--- src/design/rapg_pkg.sv ---
// ----------------------------------------------------------------------------
// rapg_pkg: shared constants and helpers for the range arc point generator
// Holds the sine polynomial coefficients, widths and the saturating helper.
// ----------------------------------------------------------------------------
package rapg_pkg;

    localparam int ANG_W   = 16;
    localparam int RANGE_W = 16;
    localparam int COORD_W = 24;
    localparam int TRIG_W  = 18;
    localparam int MUL_W   = 32;

    localparam logic [15:0] QUARTER_TURN = 16'h4000;

    // Register indexes of the configuration port.
    localparam logic [1:0] REG_POINTS_PER_SIDE = 2'd0;
    localparam logic [1:0] REG_HEIGHT_MODE     = 2'd1;

    localparam logic [31:0] COEF_C1 = 32'd1686629713;
    localparam logic [31:0] COEF_C3 = 32'd693598666;
    localparam logic [31:0] COEF_C5 = 32'd85569306;
    localparam logic [31:0] COEF_C7 = 32'd5026994;
    localparam logic [31:0] COEF_C9 = 32'd172271;

    typedef logic signed [TRIG_W-1:0] trig_t;
    typedef logic signed [COORD_W-1:0] coord_t;

    // Coefficient used by the k-th Horner step (x^7 term first).
    function automatic logic [31:0] poly_coef(input logic [1:0] k);
        logic [31:0] c;
        case (k)
            2'd0:    c = COEF_C7;
            2'd1:    c = COEF_C5;
            2'd2:    c = COEF_C3;
            default: c = COEF_C1;
        endcase
        return c;
    endfunction

    // Offset plus product, clamped to the 24-bit coordinate range.
    function automatic coord_t add_sat(input coord_t base, input trig_t delta);
        logic signed [COORD_W:0] sum;
        coord_t res;
        sum = {base[COORD_W-1], base} + {{(COORD_W+1-TRIG_W){delta[TRIG_W-1]}}, delta};
        if (sum[COORD_W] != sum[COORD_W-1])
            res = sum[COORD_W] ? {1'b1, {(COORD_W-1){1'b0}}} : {1'b0, {(COORD_W-1){1'b1}}};
        else
            res = sum[COORD_W-1:0];
        return res;
    endfunction

endpackage

--- src/design/rapg_mul.sv ---
// ----------------------------------------------------------------------------
// rapg_mul: bit-serial shift-and-add multiplier
// Multiplies two 32-bit unsigned operands, one multiplier bit per cycle.
// ----------------------------------------------------------------------------
module rapg_mul (
    input  logic                          clk,
    input  logic                          rst_n,
    input  logic                          start,
    input  logic [rapg_pkg::MUL_W-1:0]    op_a,
    input  logic [rapg_pkg::MUL_W-1:0]    op_b,
    output logic                          done,
    output logic [2*rapg_pkg::MUL_W-1:0]  prod
);
    import rapg_pkg::*;

    logic [MUL_W-1:0]   ma_reg;
    logic [MUL_W-1:0]   mb_reg;
    logic [2*MUL_W-1:0] acc_reg;
    logic [4:0]         cnt_reg;
    logic               busy_reg;
    logic               done_reg;
    logic [MUL_W:0]     sum;

    assign sum  = {1'b0, acc_reg[2*MUL_W-1:MUL_W]} + (mb_reg[0] ? {1'b0, ma_reg} : '0);
    assign done = done_reg;
    assign prod = acc_reg;

    always_ff @(posedge clk or negedge rst_n)
    begin
        if (!rst_n)
        begin
            busy_reg <= 1'b0;
            done_reg <= 1'b0;
            cnt_reg  <= '0;
        end
        else
        begin
            done_reg <= 1'b0;
            if (start)
            begin
                busy_reg <= 1'b1;
                cnt_reg  <= '0;
            end
            else if (busy_reg)
            begin
                cnt_reg <= cnt_reg + 5'd1;
                if (cnt_reg == 5'd31)
                begin
                    busy_reg <= 1'b0;
                    done_reg <= 1'b1;
                end
            end
        end
    end

    always_ff @(posedge clk)
    begin
        if (start)
        begin
            ma_reg  <= op_a;
            mb_reg  <= op_b;
            acc_reg <= '0;
        end
        else if (busy_reg)
        begin
            acc_reg <= {sum, acc_reg[MUL_W-1:1]};
            mb_reg  <= {1'b0, mb_reg[MUL_W-1:1]};
        end
    end

endmodule

--- src/design/rapg_div.sv ---
// ----------------------------------------------------------------------------
// rapg_div: bit-serial restoring divider for the angular step
// Divides the 16-bit field of view by a small divisor, one quotient bit a cycle.
// ----------------------------------------------------------------------------
module rapg_div (
    input  logic                        clk,
    input  logic                        rst_n,
    input  logic                        start,
    input  logic [rapg_pkg::ANG_W-1:0]  dividend,
    input  logic [2:0]                  divisor,
    output logic                        done,
    output logic [rapg_pkg::ANG_W-1:0]  quotient
);
    import rapg_pkg::*;

    logic [ANG_W-1:0] q_reg;
    logic [2:0]       rem_reg;
    logic [2:0]       d_reg;
    logic [3:0]       cnt_reg;
    logic             busy_reg;
    logic             done_reg;
    logic [3:0]       trial;
    logic             fits;

    assign trial    = {rem_reg, q_reg[ANG_W-1]};
    assign fits     = trial >= {1'b0, d_reg};
    assign done     = done_reg;
    assign quotient = q_reg;

    always_ff @(posedge clk or negedge rst_n)
    begin
        if (!rst_n)
        begin
            busy_reg <= 1'b0;
            done_reg <= 1'b0;
            cnt_reg  <= '0;
        end
        else
        begin
            done_reg <= 1'b0;
            if (start)
            begin
                busy_reg <= 1'b1;
                cnt_reg  <= '0;
            end
            else if (busy_reg)
            begin
                cnt_reg <= cnt_reg + 4'd1;
                if (cnt_reg == 4'd15)
                begin
                    busy_reg <= 1'b0;
                    done_reg <= 1'b1;
                end
            end
        end
    end

    always_ff @(posedge clk)
    begin
        if (start)
        begin
            q_reg   <= dividend;
            rem_reg <= '0;
            d_reg   <= divisor;
        end
        else if (busy_reg)
        begin
            rem_reg <= fits ? 3'(trial - {1'b0, d_reg}) : trial[2:0];
            q_reg   <= {q_reg[ANG_W-2:0], fits};
        end
    end

endmodule

--- src/design/rapg_trig.sv ---
// ----------------------------------------------------------------------------
// rapg_trig: scaled sine sequencer
// Computes round(r * sin(angle)) with a Horner polynomial on the serial multiplier.
// ----------------------------------------------------------------------------
module rapg_trig (
    input  logic                          clk,
    input  logic                          rst_n,
    input  logic                          start,
    input  logic [rapg_pkg::ANG_W-1:0]    angle,
    input  logic [rapg_pkg::RANGE_W-1:0]  range_val,
    output logic                          done,
    output rapg_pkg::trig_t               result
);
    import rapg_pkg::*;

    localparam logic [2:0] T_IDLE = 3'd0;
    localparam logic [2:0] T_X2   = 3'd1;
    localparam logic [2:0] T_POLY = 3'd2;
    localparam logic [2:0] T_S    = 3'd3;
    localparam logic [2:0] T_RM   = 3'd4;

    logic [2:0]         state_reg;
    logic [1:0]         k_reg;
    logic               neg_reg;
    logic               done_reg;
    logic [30:0]        x_reg;
    logic [30:0]        x2_reg;
    logic [RANGE_W-1:0] r_reg;
    trig_t              res_reg;
    logic               mul_start_reg;
    logic [MUL_W-1:0]   mul_a_reg;
    logic [MUL_W-1:0]   mul_b_reg;
    logic               mul_done;
    logic [2*MUL_W-1:0] mul_prod;

    logic [14:0]        folded;
    logic [31:0]        p_new;
    logic [31:0]        s_round;
    logic [16:0]        mag;
    logic [33:0]        m_round;
    logic [16:0]        m_val;

    rapg_mul u_mul (
        .clk   (clk),
        .rst_n (rst_n),
        .start (mul_start_reg),
        .op_a  (mul_a_reg),
        .op_b  (mul_b_reg),
        .done  (mul_done),
        .prod  (mul_prod)
    );

    always_comb
    begin
        folded  = angle[14] ? 15'(15'h4000 - {1'b0, angle[13:0]}) : {1'b0, angle[13:0]};
        p_new   = poly_coef(k_reg) - mul_prod[61:30];
        s_round = mul_prod[61:30] + 32'd8192;
        mag     = (s_round[31:14] > 18'd65536) ? 17'h10000 : s_round[30:14];
        m_round = mul_prod[33:0] + 34'd32768;
        m_val   = m_round[32:16];
    end

    assign done   = done_reg;
    assign result = res_reg;

    always_ff @(posedge clk or negedge rst_n)
    begin
        if (!rst_n)
        begin
            state_reg     <= T_IDLE;
            done_reg      <= 1'b0;
            mul_start_reg <= 1'b0;
            k_reg         <= '0;
        end
        else
        begin
            done_reg      <= 1'b0;
            mul_start_reg <= 1'b0;
            case (state_reg)
                T_IDLE:
                begin
                    if (start)
                    begin
                        mul_start_reg <= 1'b1;
                        state_reg     <= T_X2;
                    end
                end
                T_X2:
                begin
                    if (mul_done)
                    begin
                        k_reg         <= '0;
                        mul_start_reg <= 1'b1;
                        state_reg     <= T_POLY;
                    end
                end
                T_POLY:
                begin
                    if (mul_done)
                    begin
                        k_reg         <= k_reg + 2'd1;
                        mul_start_reg <= 1'b1;
                        if (k_reg == 2'd3)
                            state_reg <= T_S;
                    end
                end
                T_S:
                begin
                    if (mul_done)
                    begin
                        mul_start_reg <= 1'b1;
                        state_reg     <= T_RM;
                    end
                end
                T_RM:
                begin
                    if (mul_done)
                    begin
                        done_reg  <= 1'b1;
                        state_reg <= T_IDLE;
                    end
                end
                default:
                begin
                    state_reg <= T_IDLE;
                end
            endcase
        end
    end

    always_ff @(posedge clk)
    begin
        case (state_reg)
            T_IDLE:
            begin
                if (start)
                begin
                    x_reg     <= {folded, 16'b0};
                    neg_reg   <= angle[15];
                    r_reg     <= range_val;
                    mul_a_reg <= {1'b0, folded, 16'b0};
                    mul_b_reg <= {1'b0, folded, 16'b0};
                end
            end
            T_X2:
            begin
                if (mul_done)
                begin
                    x2_reg    <= mul_prod[60:30];
                    mul_a_reg <= COEF_C9;
                    mul_b_reg <= {1'b0, mul_prod[60:30]};
                end
            end
            T_POLY:
            begin
                if (mul_done)
                begin
                    mul_a_reg <= p_new;
                    mul_b_reg <= (k_reg == 2'd3) ? {1'b0, x_reg} : {1'b0, x2_reg};
                end
            end
            T_S:
            begin
                if (mul_done)
                begin
                    mul_a_reg <= {16'b0, r_reg};
                    mul_b_reg <= {15'b0, mag};
                end
            end
            T_RM:
            begin
                if (mul_done)
                    res_reg <= neg_reg ? -$signed({1'b0, m_val}) : $signed({1'b0, m_val});
            end
            default:
            begin
            end
        endcase
    end

endmodule

--- src/design/range_arc_point_generator_top.sv ---
// ----------------------------------------------------------------------------
// range_arc_point_generator_top: fan of arc points from one range reading
// Sequences the step divider and the serial sine unit over the point fan.
// ----------------------------------------------------------------------------
// Usage: one range reading is offered on the input channel (in_valid with the
// payload ports); it is taken as a beat at an edge where in_valid is high and
// in_stall is low. in_stall stays high from that edge until the last point of
// the fan has been loaded into the output register, so one reading is worked
// on at a time. Points leave on the output channel as beats, the final one
// with last_point set. The flat fan has 2N+1 points; the height fan has
// (2N+1)*2N points.
// The step divider runs first, then the N-fold negative offset, and each sine
// evaluation runs seven serial multiplications. Flat mode needs two
// evaluations per point, height mode two per column plus one per point, so
// a full height fan with N = 3 takes 56 evaluations. When the receiver
// stalls, the finished point waits in the output register and the sequencer
// holds in S_EMIT until it is taken. Reset clears the control state, sets N
// to 2 and selects flat mode; configuration writes apply to the next reading
// and are to be made by the user only while the block is idle, which the
// block itself does not enforce.
// ----------------------------------------------------------------------------
module range_arc_point_generator_top #(
    parameter int MAX_POINTS_PER_SIDE = 3
) (
    input  logic                          clk,
    input  logic                          rst_n,
    input  logic                          cfg_wr_en,
    input  logic [1:0]                    cfg_index,
    input  logic [1:0]                    cfg_data,
    input  logic                          in_valid,
    output logic                          in_stall,
    input  logic [rapg_pkg::RANGE_W-1:0]  range_mm,
    input  logic [rapg_pkg::ANG_W-1:0]    view_angle,
    input  logic [rapg_pkg::ANG_W-1:0]    heading,
    input  rapg_pkg::coord_t              offset_x,
    input  rapg_pkg::coord_t              offset_y,
    input  rapg_pkg::coord_t              offset_z,
    output logic                          out_valid,
    input  logic                          out_stall,
    output rapg_pkg::coord_t              point_x,
    output rapg_pkg::coord_t              point_y,
    output rapg_pkg::coord_t              point_z,
    output logic                          last_point
);
    import rapg_pkg::*;

    localparam logic [1:0] MAX_N      = 2'(MAX_POINTS_PER_SIDE);

    localparam logic [2:0] S_IDLE = 3'd0;
    localparam logic [2:0] S_DIV  = 3'd1;
    localparam logic [2:0] S_NEG  = 3'd2;
    localparam logic [2:0] S_COS  = 3'd3;
    localparam logic [2:0] S_SIN  = 3'd4;
    localparam logic [2:0] S_ZS   = 3'd5;
    localparam logic [2:0] S_EMIT = 3'd6;

    logic [1:0]         npts_reg;
    logic               height_reg;
    logic [2:0]         state_reg;
    logic [1:0]         n_reg;
    logic               hmode_reg;
    logic [RANGE_W-1:0] r_reg;
    logic [ANG_W-1:0]   fov_reg;
    logic [ANG_W-1:0]   head_reg;
    coord_t             ox_reg;
    coord_t             oy_reg;
    coord_t             oz_reg;
    logic [ANG_W-1:0]   step_reg;
    logic [ANG_W-1:0]   neg_reg;
    logic [ANG_W-1:0]   ang_reg;
    logic [ANG_W-1:0]   va_reg;
    logic [1:0]         k_reg;
    logic [2:0]         i_reg;
    logic [2:0]         j_reg;
    coord_t             px_reg;
    coord_t             py_reg;
    coord_t             pz_reg;
    logic               trig_start_reg;
    logic [ANG_W-1:0]   trig_ang_reg;
    logic               div_start_reg;
    logic               out_valid_reg;
    coord_t             ox_out_reg;
    coord_t             oy_out_reg;
    coord_t             oz_out_reg;
    logic               last_out_reg;

    logic [1:0]         n_eff;
    logic [2:0]         two_n;
    logic               div_done;
    logic [ANG_W-1:0]   div_q;
    logic               trig_done;
    trig_t              trig_res;
    logic               out_free;
    logic               last_col;
    logic               last_row;

    // Out-of-range side counts are pulled into one .. MAX_POINTS_PER_SIDE.
    always_comb
    begin
        if (npts_reg == 2'd0)
            n_eff = 2'd1;
        else if (npts_reg > MAX_N)
            n_eff = MAX_N;
        else
            n_eff = npts_reg;
    end

    assign two_n    = {n_reg, 1'b0};
    assign out_free = !out_valid_reg || !out_stall;
    assign last_col = (i_reg == two_n);
    assign last_row = !hmode_reg || (j_reg == 3'(two_n - 3'd1));
    assign in_stall = (state_reg != S_IDLE);

    assign out_valid  = out_valid_reg;
    assign point_x    = ox_out_reg;
    assign point_y    = oy_out_reg;
    assign point_z    = oz_out_reg;
    assign last_point = last_out_reg;

    rapg_div u_div (
        .clk      (clk),
        .rst_n    (rst_n),
        .start    (div_start_reg),
        .dividend (fov_reg),
        .divisor  ({n_reg, 1'b0}),
        .done     (div_done),
        .quotient (div_q)
    );

    rapg_trig u_trig (
        .clk       (clk),
        .rst_n     (rst_n),
        .start     (trig_start_reg),
        .angle     (trig_ang_reg),
        .range_val (r_reg),
        .done      (trig_done),
        .result    (trig_res)
    );

    // Configuration registers.
    always_ff @(posedge clk or negedge rst_n)
    begin
        if (!rst_n)
        begin
            npts_reg   <= 2'd2;
            height_reg <= 1'b0;
        end
        else if (cfg_wr_en)
        begin
            case (cfg_index)
                REG_POINTS_PER_SIDE: npts_reg   <= cfg_data;
                REG_HEIGHT_MODE:     height_reg <= cfg_data[0];
                default:
                begin
                end
            endcase
        end
    end

    // Control sequencer.
    always_ff @(posedge clk or negedge rst_n)
    begin
        if (!rst_n)
        begin
            state_reg      <= S_IDLE;
            trig_start_reg <= 1'b0;
            div_start_reg  <= 1'b0;
            out_valid_reg  <= 1'b0;
            k_reg          <= '0;
            i_reg          <= '0;
            j_reg          <= '0;
        end
        else
        begin
            trig_start_reg <= 1'b0;
            div_start_reg  <= 1'b0;
            if (out_valid_reg && !out_stall)
                out_valid_reg <= 1'b0;
            case (state_reg)
                S_IDLE:
                begin
                    if (in_valid)
                    begin
                        div_start_reg <= 1'b1;
                        state_reg     <= S_DIV;
                    end
                end
                S_DIV:
                begin
                    if (div_done)
                    begin
                        k_reg     <= '0;
                        state_reg <= S_NEG;
                    end
                end
                S_NEG:
                begin
                    k_reg <= k_reg + 2'd1;
                    if (k_reg == n_reg)
                    begin
                        i_reg          <= '0;
                        trig_start_reg <= 1'b1;
                        state_reg      <= S_COS;
                    end
                end
                S_COS:
                begin
                    if (trig_done)
                    begin
                        trig_start_reg <= 1'b1;
                        state_reg      <= S_SIN;
                    end
                end
                S_SIN:
                begin
                    if (trig_done)
                    begin
                        j_reg <= '0;
                        if (hmode_reg)
                        begin
                            trig_start_reg <= 1'b1;
                            state_reg      <= S_ZS;
                        end
                        else
                            state_reg <= S_EMIT;
                    end
                end
                S_ZS:
                begin
                    if (trig_done)
                        state_reg <= S_EMIT;
                end
                S_EMIT:
                begin
                    if (out_free)
                    begin
                        out_valid_reg <= 1'b1;
                        if (!last_row)
                        begin
                            j_reg          <= j_reg + 3'd1;
                            trig_start_reg <= 1'b1;
                            state_reg      <= S_ZS;
                        end
                        else if (!last_col)
                        begin
                            i_reg          <= i_reg + 3'd1;
                            trig_start_reg <= 1'b1;
                            state_reg      <= S_COS;
                        end
                        else
                            state_reg <= S_IDLE;
                    end
                end
                default:
                begin
                    state_reg <= S_IDLE;
                end
            endcase
        end
    end

    // Datapath registers; the sine unit angle is registered together with its start strobe.
    always_ff @(posedge clk)
    begin
        case (state_reg)
            S_IDLE:
            begin
                if (in_valid)
                begin
                    n_reg     <= n_eff;
                    hmode_reg <= height_reg;
                    r_reg     <= range_mm;
                    fov_reg   <= view_angle;
                    head_reg  <= heading;
                    ox_reg    <= offset_x;
                    oy_reg    <= offset_y;
                    oz_reg    <= offset_z;
                end
            end
            S_DIV:
            begin
                if (div_done)
                begin
                    step_reg <= div_q;
                    neg_reg  <= '0;
                end
            end
            S_NEG:
            begin
                if (k_reg == n_reg)
                begin
                    ang_reg      <= head_reg + neg_reg;
                    trig_ang_reg <= head_reg + neg_reg + QUARTER_TURN;
                end
                else
                    neg_reg <= neg_reg - step_reg;
            end
            S_COS:
            begin
                if (trig_done)
                begin
                    px_reg       <= add_sat(ox_reg, trig_res);
                    trig_ang_reg <= ang_reg;
                end
            end
            S_SIN:
            begin
                if (trig_done)
                begin
                    py_reg       <= add_sat(oy_reg, trig_res);
                    pz_reg       <= oz_reg;
                    va_reg       <= neg_reg;
                    trig_ang_reg <= neg_reg;
                end
            end
            S_ZS:
            begin
                if (trig_done)
                    pz_reg <= add_sat(oz_reg, trig_res);
            end
            S_EMIT:
            begin
                if (out_free)
                begin
                    ox_out_reg   <= px_reg;
                    oy_out_reg   <= py_reg;
                    oz_out_reg   <= pz_reg;
                    last_out_reg <= last_col && last_row;
                    if (!last_row)
                    begin
                        va_reg       <= va_reg + step_reg;
                        trig_ang_reg <= va_reg + step_reg;
                    end
                    else
                    begin
                        ang_reg      <= ang_reg + step_reg;
                        trig_ang_reg <= ang_reg + step_reg + QUARTER_TURN;
                    end
                end
            end
            default:
            begin
            end
        endcase
    end

endmodule
--- config.mk ---
export PLATFORM = sky130hd
export DESIGN_NAME = range_arc_point_generator_top
export DESIGN_NICKNAME = d
export VERILOG_FILES = /design/src/design/rapg_pkg.sv /design/src/design/rapg_mul.sv /design/src/design/rapg_div.sv /design/src/design/rapg_trig.sv /design/src/design/range_arc_point_generator_top.sv
export SDC_FILE = /design/constraint.sdc
export NUM_CORES = 1
export LEC_CHECK = 0
export BUFFER_PORTS_ARGS = -buffer_cell sky130_fd_sc_hd__buf_4
export CAP_MARGIN = 20
export CORE_MARGIN = 1.5
export CORE_UTILIZATION = 35
export DETAILED_ROUTE_END_ITERATION = 6
export HOLD_SLACK_MARGIN = 0.1
export PLACE_DENSITY = 0.61
export SLEW_MARGIN = 20
export SYNTH_ARGS = -nofsm -noshare
export SYNTH_HDL_FRONTEND = slang
export SYNTH_SLANG_ARGS = --single-unit
--- constraint.sdc ---
create_clock -name clk -period 6.7 [get_ports clk]
set_clock_uncertainty 0.05 [all_clocks]
set_input_delay 0.335 -clock clk [delete_from_list [all_inputs] [get_ports clk]]
set_output_delay 0.335 -clock clk [all_outputs]
set_load 0.02 [all_outputs]
==> results_dict.tcl, run 1 <==
set metrics [dict create \
    dr.first_iter.drc_count 1786 \
    final_common_cell "edfxtp_1" \
    vdd_drop_max_uv 203 \
    period_share 0.638 \
    max_freq_mhz 234 \
    synthArstFlopShare 0.0559 \
    fill_cells 9372 \
    p_leak_nw 16.6 \
    utilization 0.423 \
    synthFlopType "edfxtp_1" \
    hp-class "input port to asynchronous set/reset pin" \
    fin_crit_ns 4.28 \
    syn_nets 3452 \
    largest_register_ffs 49 \
    synth_fa_ha_area_frac 0.0803 \
    mostFrequentLayoutCells "573 x edfxtp_1, 247 x nand2_1, 236 x buf_4" \
    antenna_found_initial 1 \
    grt_pass1_vias 24527 \
    initial_core_util 0.353 \
    core_area_um2 100000 \
    clockBufferDepth 3 \
    ant_nets 0 \
    gp_congestion 0.876 \
    slew_violations 0 \
    synth-simple-area-share 0.108 \
    ff2ff_path_depth 12 \
    grt_max_degree 106 \
    tns_ns 0 \
    end_kind "flip-flop" \
    die_y_um 321 \
    rr_startpoint "u_trig.u_mul.mb_reg[0]$_DFFE_PP_" \
    overflow 0 \
    synth_xor_area_frac 0.0580 \
    hold_buffers 128 \
    synth_compound_area_frac 0.145 \
    drive_gt1_frac 0.132 \
    yosysSeqAreaShare 0.542 \
    port_buffers 203 \
    synthCells 3115 \
    crit_required_ns 7.21 \
    timing.rr.end "u_trig.u_mul.prod[61]$_SDFFE_PP0P_" \
    arrival_ns 4.79 \
    insertion_delay_ns 0.67 \
    cp_max_fo 32 \
    p_per_area_nw_per_um2 296 \
    cts_buffers 77 \
    wl_mm 90.8 \
    num-nets-final 3785 \
    slew_headroom 0.253 \
    ys_ff_latch 662 \
    hold_viol_final 0 \
    synthMuxAreaShare 0.0393 \
    ys_warn_count 0 \
    rsz0062_at_grt "no" \
    post-cts-setup-buffer-count 0 \
    h-tree-depth 3 \
    synthDistinctLibCells 83 \
    synth_top_family_by_area "compound AO/OA/AOI/OAI gates" \
    grt_pass1_wl_mm 141 \
    worstSetupStartpointType "flip-flop" \
    syn_avg_cell_area_um2 11.3 \
    clkTransAtPathRegs_ns 0.06 \
    netlist_area_um2 35400 \
    io_pins 204 \
    avgRoutedWirePerCell_um 18.9 \
    cts_sinks 662 \
    grt.total_usage 0.174 \
    tritoncts "done" \
    vias 25141 \
    r2r_setup_slack_ns 2.42 \
    post_cts_resized 0 \
    drc 0 \
    clock-root-buffer "clkbuf_16" \
    post-place-ws_ns 2.50 \
    tightest_slew_ns 1.11 \
    setup_ws_ns 2.42 \
    status "complete, no violations" \
    first_pass_iters 6 \
    synth-edff-count 573 \
    drv_cap 0 \
    rows 116 \
    critical_path_class "flip-flop to flip-flop" \
    via_per_inst 5.22 \
    dp_hpwl_mm 65.0 \
    dieArea_um2 103000 \
    totalPowerFinal_mw 12.5 \
    area_delta_synth_final_pct 20.0 \
    setup_viol 0 \
    fp.dieW_um 321 \
]
## logic make-up (layout without fill, tap and decap cells)
kind of cell,count (synthesis),after routing
xor+xnor,231,231
fa+ha+maj,225,225
other cells,0,1
mux,130,130
flops,662,662
buf+inv,250,648
simple gates,806,806
compound gates,811,811
## how the worst max path moves through the flow
stage	startpoint	to	cells after the start
floorplan	u_trig.state_reg[1]$_DFFE_PN0P_	u_trig.mul_a_reg[0]$_DFFE_PP_	3
global placement	u_trig.u_mul.mb_reg[0]$_DFFE_PP_	u_trig.u_mul.prod[47]$_SDFFE_PP0P_	12
detailed placement	u_trig.u_mul.mb_reg[0]$_DFFE_PP_	u_trig.u_mul.prod[61]$_SDFFE_PP0P_	12
CTS	u_trig.u_mul.mb_reg[0]$_DFFE_PP_	u_trig.u_mul.prod[61]$_SDFFE_PP0P_	12
global route	u_trig.u_mul.mb_reg[0]$_DFFE_PP_	u_trig.u_mul.prod[47]$_SDFFE_PP0P_	12
finish	u_trig.u_mul.mb_reg[0]$_DFFE_PP_	u_trig.u_mul.prod[61]$_SDFFE_PP0P_	12
## synth_stat cells, types with 12 or more instances
cell type  count  share of area
nor3_1        44         0.0062
nand2b_1      27         0.0048
nand4_1       18         0.0032
edfxtp_1     573           0.49
inv_1        138          0.015
o21ai_0      217          0.031
dfrtp_1       36          0.025
a21oi_1      209          0.030
a21o_1        80          0.017
nor2_1       223          0.024
or3_1         27         0.0048
a22oi_1       30         0.0064
nand3_1       62         0.0088
maj3_1        17         0.0048
a31oi_1       26         0.0046
dfxtp_1       52          0.029
o31ai_1       23         0.0049
mux2i_1       69          0.020
o211ai_1      26         0.0055
xnor2_1      142          0.035
xor2_1        87          0.022
buf_1         12         0.0013
mux2_2        60          0.019
ha_1         199          0.070
nand2_1      247          0.026
nor2b_1       28         0.0050
clkbuf_1      90         0.0096
and3_1        29         0.0051
a211oi_1      26         0.0055
o22ai_1       17         0.0030
o21bai_1      18         0.0038
and2_1        49         0.0087
o21a_1        28         0.0059
## where the power goes
group | switching [mW] | internal, mW | total, mW
Sequential | 0.295 | 5.06 | 5.36
Combinational | 1.52 | 1.13 | 2.65
Clock | 1.82 | 2.71 | 4.53
Total | 3.64 | 8.90 | 12.5
## per-stage QoR
step | cell area (um^2) | hold WS [ns] | std cells
after global routing | 42400 | 0.200 | 4812
after global placement | 38400 | 0.322 | 4539
after detailed placement | 38400 | 0.323 | 4539
after floorplan | 35400 | -0.0106 | 3115
after CTS | 42400 | 0.161 | 4811
final | 42400 | 0.166 | 4812
## routing by layer
layer	part of all wire	vias to the layer above	track usage
li1	-	12253	-
met1	0.45	12185	0.231
met2	0.48	575	0.294
met3	0.041	128	0.0241
met4	0.029	0	0.0549
met5	0	-	0
## worst max-delay path: stages, from the launching register on
cell and delay (ns):
edfxtp_1 0.71, and2_1 0.28, ha_1 0.22, fa_1 0.42
a21oi_1 0.16, o21ai_0 0.15, a2111oi_0 0.70, o21ai_0 0.31
and3_1 0.25, o2111ai_1 0.31, nand2_1 0.15, mux2_2 0.30
a41oi_1 0.17
## area by class of cell
| cell class | instances | area [um^2] | share of cell area |
|---|---|---|---|
| Tap cell | 1298 | 1620 | 0.0383 |
| Sequential cell | 662 | 19200 | 0.452 |
| Multi-Input combinational cell | 2203 | 15200 | 0.360 |
| Antenna cell | 1 | 2.50 | 0.0000590 |
| Clock inverter | 49 | 726 | 0.0171 |
| Timing Repair Buffer | 365 | 3070 | 0.0725 |
| Clock buffer | 95 | 2040 | 0.0480 |
| Inverter | 139 | 523 | 0.0123 |
Power figures use the tool's default switching activity.
==> inputs of run 2 (changes only) <==
clock period = 4 ns   (was 6.7 ns; I/O delays follow)
==> run 2 against run 1 <==
Setup slack got worse by 2.3 ns. Routed wire length rose by 0.68%. Non-clock buffer count rose by 35. Sequential power rose by 67%.
==> results_dict.tcl, run 2 (synthesis gave the netlist of run 1 again) <==
set metrics [dict create \
    arrival_ns 4.36 \
    p_per_area_nw_per_um2 483 \
    post-cts-setup-buffer-count 0 \
    clockBufferDepth 3 \
    worstSetupStartpoint "u_trig.u_mul.mb_reg[0]$_DFFE_PP_" \
    hold_viol_final 0 \
    fp.dieW_um 321 \
    tritoncts "done" \
    rr_startpoint "u_trig.u_mul.mb_reg[0]$_DFFE_PP_" \
    crit_path_top_delay_cell "a2111oi_2" \
    setup_viol 0 \
    met2_usage 0.291 \
    vias 25366 \
    area_delta_synth_final_pct 20.3 \
    h-tree-depth 3 \
    first_pass_iters 6 \
    drive_gt1_frac 0.141 \
    cts_buffers 77 \
    cpMostUsedCell "o21ai_0" \
    period_share 0.958 \
    port_buffers 203 \
    place_area_um2 38600 \
    overflow 0 \
    multi_input_area_um2 15300 \
    worstSetupStartpointType "flip-flop" \
    dieArea_um2 103000 \
    dp_hpwl_mm 65.8 \
    die_y_um 321 \
    grt_max_degree 80 \
    crit_chain "and2_1 > ha_1 > fa_1 > a21oi_1 > o21ai_0 > a2111oi_2 > o21ai_0 > and3_1 > o2111ai_1 > nand2_1 > mux2_2 > a41oi_1" \
    insertion_delay_ns 0.66 \
    worst-path-stages 12 \
    clkTransAtPathRegs_ns 0.06 \
    hold_slack_ns 0.205 \
    avgRoutedWirePerCell_um 18.9 \
    core_area_um2 100000 \
    status "complete, no violations" \
    largest_register_ffs 49 \
    totalPowerFinal_mw 20.6 \
    grt_pass1_wl_mm 140 \
    crit_path_end "u_trig.u_mul.prod[61]$_SDFFE_PP0P_" \
    final_common_cell "edfxtp_1" \
    max_freq_mhz 261 \
    cp_top_family "compound AO/OA/AOI/OAI gates" \
    tightest_slew_ns 1.07 \
    gp_congestion 0.904 \
    slew_headroom 0.289 \
    initial_core_util 0.353 \
    cts_sinks 662 \
    crit_required_ns 4.52 \
    dr.first_iter.drc_count 1706 \
    ant_nets 0 \
    hp-class "input port to flip-flop" \
    via_per_inst 5.23 \
    timing.rr.end "u_trig.u_mul.prod[61]$_SDFFE_PP0P_" \
    wl_mm 91.5 \
    rows 116 \
    fin_crit_ns 3.83 \
    end_kind "flip-flop" \
    drv_cap 0 \
    grt_pass1_vias 24577 \
    grt_most_used_layer "met2" \
    grt.total_usage 0.174 \
    use_met1 0.231 \
    antenna_cells 0 \
    drc 0 \
    antenna_found_initial 0 \
    worst-path-buf-inv 0 \
    grt.met3_usage 0.0266 \
    ff2ff_path_depth 12 \
    critical_path_class "flip-flop to flip-flop" \
    seq_area_um2 19200 \
    num-nets-final 3820 \
    cp_max_fo 16 \
    p_leak_nw 16.7 \
    vdd_drop_max_uv 475 \
    clock-root-buffer "clkbuf_16" \
    fin_area_um2 42500 \
    utilization 0.425 \
    max_stage_delay_ns 0.55 \
    io_pins 204 \
    r2r_setup_slack_ns 0.17 \
    slew_violations 0 \
    fill_cells 9441 \
    mostFrequentLayoutCells "573 x edfxtp_1, 268 x buf_4, 247 x nand2_1" \
]
==> run 2: layout make-up <==
class                      instances  area share
sequential                       662       0.451
multi-input combinational       2203       0.359
timing repair buffer             400      0.0792
clock buffer                     100      0.0478
tap                             1298      0.0382
inverter                         139      0.0123
clock inverter                    44      0.0123
==> run 2: metal layers <==
metal	share of wire	vias up
met5	0	-
met4	0.027	0
met3	0.047	139
met2	0.48	619
met1	0.45	12263
li1	-	12345
==> run 2: report_power, final <==
part,internal (mW),total [mW],switching [mW]
Clock,4.06,7.07,3.01
Combinational,1.93,4.51,2.57
Sequential,8.48,8.97,0.487
==> run 2: worst min path at each step <==
stage	start	to	slack (ns)	cells after the start
CTS	offset_y[14]	oy_reg[14]$_DFFE_PP_	0.16	2
global route	offset_y[20]	oy_reg[20]$_DFFE_PP_	0.19	2
finish	offset_y[19]	oy_reg[19]$_DFFE_PP_	0.20	2
detailed placement	rst_n	div_start_reg$_DFF_PN0_	0.19	1
floorplan	rst_n	div_start_reg$_DFF_PN0_	-0.15	0
global placement	rst_n	div_start_reg$_DFF_PN0_	0.19	1
==> run 2: metrics by stage <==
stage	worst slack (ns)	TNS (ns)	cells
global route	-0.0298	-0.0628	4846
floorplan	0.0683	0	3115
CTS	0.136	0	4846
global placement	0.0737	0	4572
detailed placement	-0.00701	-0.00701	4572
finish	0.168	0	4846
==> run 2: what timing repair did <==
| action | CTS | global route |
|---|---|---|
| resized for setup | 1 | 6 |
| hold buffers | 130 | 0 |
| endpoints found under the setup margin | 1 | 8 |
| endpoints found under the hold margin | 161 | 0 |
| pin swaps | 0 | 0 |
